### src/rtl/mtpu_pkg.sv
// Shared types and constants for the memory test pattern unit.
package mtpu_pkg;

    typedef logic [3:0] action_t;

    localparam action_t ACT_STUCK  = 4'd0;
    localparam action_t ACT_RANDOM = 4'd1;
    localparam action_t ACT_XOR    = 4'd2;
    localparam action_t ACT_SUB    = 4'd3;
    localparam action_t ACT_MUL    = 4'd4;
    localparam action_t ACT_DIV    = 4'd5;
    localparam action_t ACT_OR     = 4'd6;
    localparam action_t ACT_AND    = 4'd7;
    localparam action_t ACT_SEQINC = 4'd8;
    localparam action_t ACT_SOLID  = 4'd9;
    localparam action_t ACT_CHECK  = 4'd10;
    localparam action_t ACT_BLOCK  = 4'd11;
    localparam action_t ACT_WALK0  = 4'd12;
    localparam action_t ACT_WALK1  = 4'd13;
    localparam action_t ACT_SPREAD = 4'd14;
    localparam action_t ACT_FLIP   = 4'd15;

    localparam int IN_DATA_BITS  = 360;
    localparam int OUT_DATA_BITS = 136;

    localparam logic [63:0] CHECK_EVEN = {32{2'b01}};
    localparam logic [63:0] CHECK_ODD  = {32{2'b10}};

    typedef struct packed {
        action_t     action;
        logic [8:0]  pass_number;
        logic [19:0] word_index;
        logic [63:0] word_address;
        logic [63:0] seed_word;
        logic [63:0] old_word;
    } item_t;

endpackage

### src/rtl/mtpu_pattern.sv
// Two-stage generator for all pattern words except multiply and divide.
module mtpu_pattern import mtpu_pkg::*; #(
    parameter int WORD_BITS = 64
) (
    input  logic                 clk,
    input  logic                 en,
    input  item_t                item,
    output logic [WORD_BITS-1:0] pattern
);

    localparam int M2     = 2 * WORD_BITS;
    localparam int RSH    = 20;
    localparam int RECIP2 = (1 << RSH) / M2;
    localparam int RECIPW = (1 << RSH) / WORD_BITS;

    logic [29:0] prod2;
    logic [9:0]  quo2;
    logic [16:0] rem2;
    logic [16:0] jval;
    logic [7:0]  pos_next;
    logic [29:0] prodw;
    logic [9:0]  quow;
    logic [16:0] remw;
    logic [16:0] kval;

    action_t              act_reg;
    logic                 p0_reg;
    logic [7:0]           pbyte_reg;
    logic [19:0]          idx_reg;
    logic [WORD_BITS-1:0] addr_reg;
    logic [WORD_BITS-1:0] seed_reg;
    logic [WORD_BITS-1:0] old_reg;
    logic [7:0]           pos_reg;
    logic [6:0]           k_reg;

    logic [WORD_BITS-1:0] one;
    logic [WORD_BITS-1:0] bit_pos;
    logic [WORD_BITS-1:0] bit_pos2;
    logic [WORD_BITS-1:0] bit_k;
    logic [WORD_BITS-1:0] base;
    logic [WORD_BITS-1:0] flip_t;
    logic [63:0]          sum64;
    logic [63:0]          rep64;
    logic [WORD_BITS-1:0] pattern_next;
    logic [WORD_BITS-1:0] pattern_reg;

    always_comb
    begin
        prod2 = 30'(item.pass_number) * 30'(RECIP2);
        quo2  = prod2[29:RSH];
        rem2  = 17'(item.pass_number) - 17'(quo2) * 17'(M2);
        jval  = (rem2 >= 17'(M2)) ? rem2 - 17'(M2) : rem2;
        pos_next = (jval < 17'(WORD_BITS)) ? jval[7:0] : 8'(M2 - 1) - jval[7:0];
        prodw = 30'(item.pass_number[8:3]) * 30'(RECIPW);
        quow  = prodw[29:RSH];
        remw  = 17'(item.pass_number[8:3]) - 17'(quow) * 17'(WORD_BITS);
        kval  = (remw >= 17'(WORD_BITS)) ? remw - 17'(WORD_BITS) : remw;
    end

    always_ff @(posedge clk)
    begin
        if (en)
        begin
            act_reg   <= item.action;
            p0_reg    <= item.pass_number[0];
            pbyte_reg <= item.pass_number[7:0];
            idx_reg   <= item.word_index;
            addr_reg  <= item.word_address[WORD_BITS-1:0];
            seed_reg  <= item.seed_word[WORD_BITS-1:0];
            old_reg   <= item.old_word[WORD_BITS-1:0];
            pos_reg   <= pos_next;
            k_reg     <= kval[6:0];
        end
    end

    always_comb
    begin
        one      = {{(WORD_BITS-1){1'b0}}, 1'b1};
        bit_pos  = one << pos_reg;
        bit_pos2 = one << (9'(pos_reg) + 9'd2);
        bit_k    = one << k_reg;
        base     = '0;
        flip_t   = p0_reg ? bit_k : ~bit_k;
        sum64    = 64'(idx_reg) + 64'(seed_reg);
        rep64    = {8{pbyte_reg}};
        case (act_reg)
            ACT_STUCK:  pattern_next = (p0_reg ^ idx_reg[0]) ? ~addr_reg : addr_reg;
            ACT_RANDOM: pattern_next = seed_reg;
            ACT_XOR:    pattern_next = old_reg ^ seed_reg;
            ACT_SUB:    pattern_next = old_reg - seed_reg;
            ACT_OR:     pattern_next = old_reg | seed_reg;
            ACT_AND:    pattern_next = old_reg & seed_reg;
            ACT_SEQINC: pattern_next = sum64[WORD_BITS-1:0];
            ACT_SOLID:
            begin
                base = p0_reg ? '0 : '1;
                pattern_next = idx_reg[0] ? ~base : base;
            end
            ACT_CHECK:
            begin
                base = p0_reg ? CHECK_ODD[WORD_BITS-1:0] : CHECK_EVEN[WORD_BITS-1:0];
                pattern_next = idx_reg[0] ? ~base : base;
            end
            ACT_BLOCK:  pattern_next = rep64[WORD_BITS-1:0];
            ACT_WALK0:  pattern_next = bit_pos;
            ACT_WALK1:  pattern_next = ~bit_pos;
            ACT_SPREAD:
            begin
                base = bit_pos | bit_pos2;
                pattern_next = idx_reg[0] ? ~base : base;
            end
            ACT_FLIP:   pattern_next = idx_reg[0] ? ~flip_t : flip_t;
            default:    pattern_next = '0;
        endcase
    end

    always_ff @(posedge clk)
    begin
        if (en)
        begin
            pattern_reg <= pattern_next;
        end
    end

    assign pattern = pattern_reg;

endmodule

### config.mk
export PLATFORM = sky130hd
export DESIGN_NAME = mtpu_pattern
export DESIGN_NICKNAME = d
export VERILOG_FILES = /design/src/rtl/mtpu_pkg.sv /design/src/rtl/mtpu_pattern.sv
export SDC_FILE = /design/constraint.sdc
export NUM_CORES = 1
export LEC_CHECK = 0
export BUFFER_PORTS_ARGS = -buffer_cell sky130_fd_sc_hd__buf_2
export CAP_MARGIN = 20
export CORE_ASPECT_RATIO = 0.5
export CORE_MARGIN = 1.5
export CORE_UTILIZATION = 35
export CTS_CLUSTER_SIZE = 25
export DETAILED_ROUTE_END_ITERATION = 10
export GPL_TIMING_DRIVEN = 0
export PLACE_DENSITY = 0.53
export SYNTH_ARGS = -nofsm -noshare
export SYNTH_HDL_FRONTEND = slang
export SYNTH_SLANG_ARGS = --single-unit
### constraint.sdc
create_clock -name clk -period 10.2 [get_ports clk]
set_input_delay 1.02 -clock clk [delete_from_list [all_inputs] [get_ports clk]]
set_output_delay 1.02 -clock clk [all_outputs]
set_load 0.03 [all_outputs]
==> metrics.md <==
| Metric | Value |
|---|---|
| CTS resizes | 0 |
| RSZ-0062 raised after global routing | no |
| Pre-CTS WS | approximately 5.0 ns |
| Min Tclk post-route | 5.49 ns |
| Mapped Nets | ~3,200 |
| HP Class | in2reg |
| Mapped cell area | approximately 0.025 sq mm |
| Synth Instances | 2,769 |
| Tot Pwr | 4.42 mW |
| Setup violations, final | 0 |
| Synth cell types | 94 |
| Final HPWL DP | between 100 and 150 mm |
| Nets | 3,586 |
| Final period util | 0.538 |
| Starting density of the core | 0.356 |
| DP Area | 0.0280 sq mm |
| Initial antenna violation count | 10 |
| Largest net degree at the start of global routing | 126 |
| DRC violations left | 0 |
| Post-route setup TNS | 0 ns |
| Async set-or-reset flop fraction in the synthesized netlist | 0 |
| Power density cells | about 150 mW/mm^2 |
| Die Span Y | between 150 and 200 um |
| I/O Pins | 291 |
| CTS Root Cell | clkbuf_16 |
| Vias | 25,719 |
| Clock Skews | roughly 0.02 ns |
| First-pass DRT Iterations | 6 |
| Pint | 2.62 mW |
| Critical path peak fanout | 10 |
| Min Hold Slack | 0.568 ns |
| Mapped Avg Cell Area | 8.91 sq um |
| Data required time of the worst path | 10.49 ns |
| Worst EP arrival | 5.78 ns |
| Fraction of layout cells with a size suffix above 1 | 0.148 |
| Routed WL per cell | 35.0 um |
| Flops & latches, synth | 295 |
| First-pass GRT wire length | approximately 190 mm |
| Total core area | about 0.069 sq mm |
| Clock sink count | 295 |
| CP endpoint kind | register |
| Grt total ovfl | 0 |
| Startpoint Class | register |
| Gr usage total | 0.390 |
| I/O Buffers | between 200 and 300 |
| Row count | between 60 and 70 |
| GP Congestion | 1.12 |
| Max Clock Freq | 0.182 GHz |
| Clock Pin Slew Worst Setup and Hold Paths | 0.07 ns |
| Switching portion of total power | 0.408 |
| Kind of critical path | reg2reg |
| CTS tree | yes |
| Final ANT Viol Nets | 0 |
| Setup Fix Bufs, Post-CTS | 0 |
| Yosys warns | 0 |
| Most common flop cell mapped by yosys | edfxtp_1 |
| Comb pwr share | 0.394 |
| Clock share of power | 0.251 |
| Final WL | 144 mm |
| Clock latency on the worst-skew pair | 0.62 ns |
| Register share of total power | 0.355 |
| Routed vias/inst | about 6.2 |
| Post-synth EDFFs | roughly 300 |
| Status | finished clean |
| Vias in the first global route | 23,814 |
| Die Footprint | slightly above 0.07 sq mm |
| Slew margin rel. | 0.121 |
| Die X | 378 um |
| Peak VDD IR | around 140 uV |
| Lkg Pwr | 11.3 nW |
| Net Switching | 1.81 mW |
| Sequential fraction of the synthesis area | 0.359 |
| Max cap viols | 0 |
| Fin worst setup slack | approximately 4.7 ns |
| Hold_buf cts | 0 |
| Num CTS Buffers | 27 |
| Worst slew pin tran | 1.31 ns |
| Design Area, Final | between 0.02 and 0.03 sq mm |
| Max Root-Sink Buffers | 3 |
| Slew Limit Fails | 0 |
| Total count of hold-check failures in the final report | 0 |
| CTS H-tree depth | 1 |
| Detailed Route Iter0 Violations | 3,887 |
| Area growth from synthesis to layout | 17.9% |
## layout by cell type (no fill, tap or decap), types with 20 or more instances in the layout
cell type / n
nor2_1: 265
a211oi_1: 35
a21o_1: 21
a221oi_1: 44
nor2b_1: 31
edfxtp_1: 295
a21oi_1: 234
o22ai_1: 20
xor2_1: 78
nand2_1: 209
o211ai_1: 27
a22oi_1: 55
nand4_1: 29
buf_8: 28
nor4_1: 37
buf_2: 314
inv_1: 186
clkbuf_16: 27
o2111ai_1: 36
nor3_1: 50
o221ai_1: 31
nand3_1: 49
xnor2_1: 187
o21ai_0: 163
clkbuf_1: 136
ha_1: 212
a31oi_1: 32
nand2b_1: 27
## power by group through the flow
stage | clock network, mW | logic [mW] | registers (mW)
final | 1.11 | 1.74 | 1.57
after global routing | 1.18 | 1.80 | 1.58
after CTS | 1.14 | 1.66 | 1.57
after detailed placement | 0 | 1.65 | 1.59
after global placement | 0 | 1.62 | 1.60
after floorplan | 0 | 0.872 | 1.65
## logic make-up after synthesis
logic type / share of synthesized area
flip-flops: 0.359
multiplexers: 0.00533
buffers and inverters: 0.0562
AND/OR/NAND/NOR: 0.148
XOR/XNOR: 0.0941
adder cells (fa/ha/maj): 0.109
AO/OA/AOI/OAI: 0.228
## cell usage after synthesis, types with 29 or more instances
master     instances  share of area
nor2_1           265          0.040
a22oi_1           55          0.017
o221ai_1          31          0.011
ha_1             212           0.11
a211oi_1          35          0.011
inv_1            186          0.028
nor2b_1           31         0.0079
xor2_1            78          0.028
xnor2_1          187          0.066
a31oi_1           32         0.0081
clkbuf_1         136          0.021
edfxtp_1         295           0.36
nand3_1           49         0.0099
nand2_1          209          0.032
o21ai_0          163          0.033
a21oi_1          234          0.047
nor4_1            39         0.0099
nor3_1            58          0.012
o2111ai_1         36          0.013
nand4_1           29         0.0074
a221oi_1          44          0.016
## cell type report
| cell class | count | area, sq um |
|---|---|---|
| clock inverters | 21 | 256 |
| inverters | 188 | 706 |
| repair buffers | 347 | 2200 |
| fillers | 6993 | 40300 |
| clock buffers | 29 | 683 |
| well taps | 945 | 1180 |
| flip-flops and latches | 295 | 8860 |
| diodes | 6 | 15.0 |
| plain buffers | 173 | 684 |
| multi-input cells | 2113 | 14500 |
## worst max-delay path, cell delays in order (launching register included)
cell,delay (ns)
edfxtp_1,0.40
buf_2,0.20
nor2b_1,0.20
nand3b_1,0.64
clkbuf_1,0.48
buf_8,0.26
buf_1,0.96
nor2_1,0.08
a21oi_1,0.53
o2111ai_1,0.26
a211oi_1,0.85
o211ai_1,0.26
## metal layers
metal  vias to the layer above  track usage  share of wire
li1                      10930            -              -
met1                     12839        0.557           0.45
met2                      1667        0.519           0.38
met3                       279        0.164           0.13
met4                         4        0.126          0.037
met5                         -            0         0.0014
## through the flow
step | instances | util
4_1_cts | 4102 | 0.418
3_5_place_dp | 4052 | 0.404
5_1_grt | 4111 | 0.419
3_3_place_gp | 4004 | 0.394
2_1_floorplan | 2769 | -
6_report | 4117 | 0.419
## path summary, 6_finish.rpt
check	to	startpoint	slack, ns	cells past startpoint
worst max-delay path	pattern[41]	act_reg[1]	4.71	11
worst min-delay path	addr_reg[25]	item[153]	0.57	1
worst max register to register	pattern[41]	act_reg[1]	4.71	11
worst min register to register	pattern[0]	addr_reg[0]	0.81	3
Power figures use the tool's default switching activity.
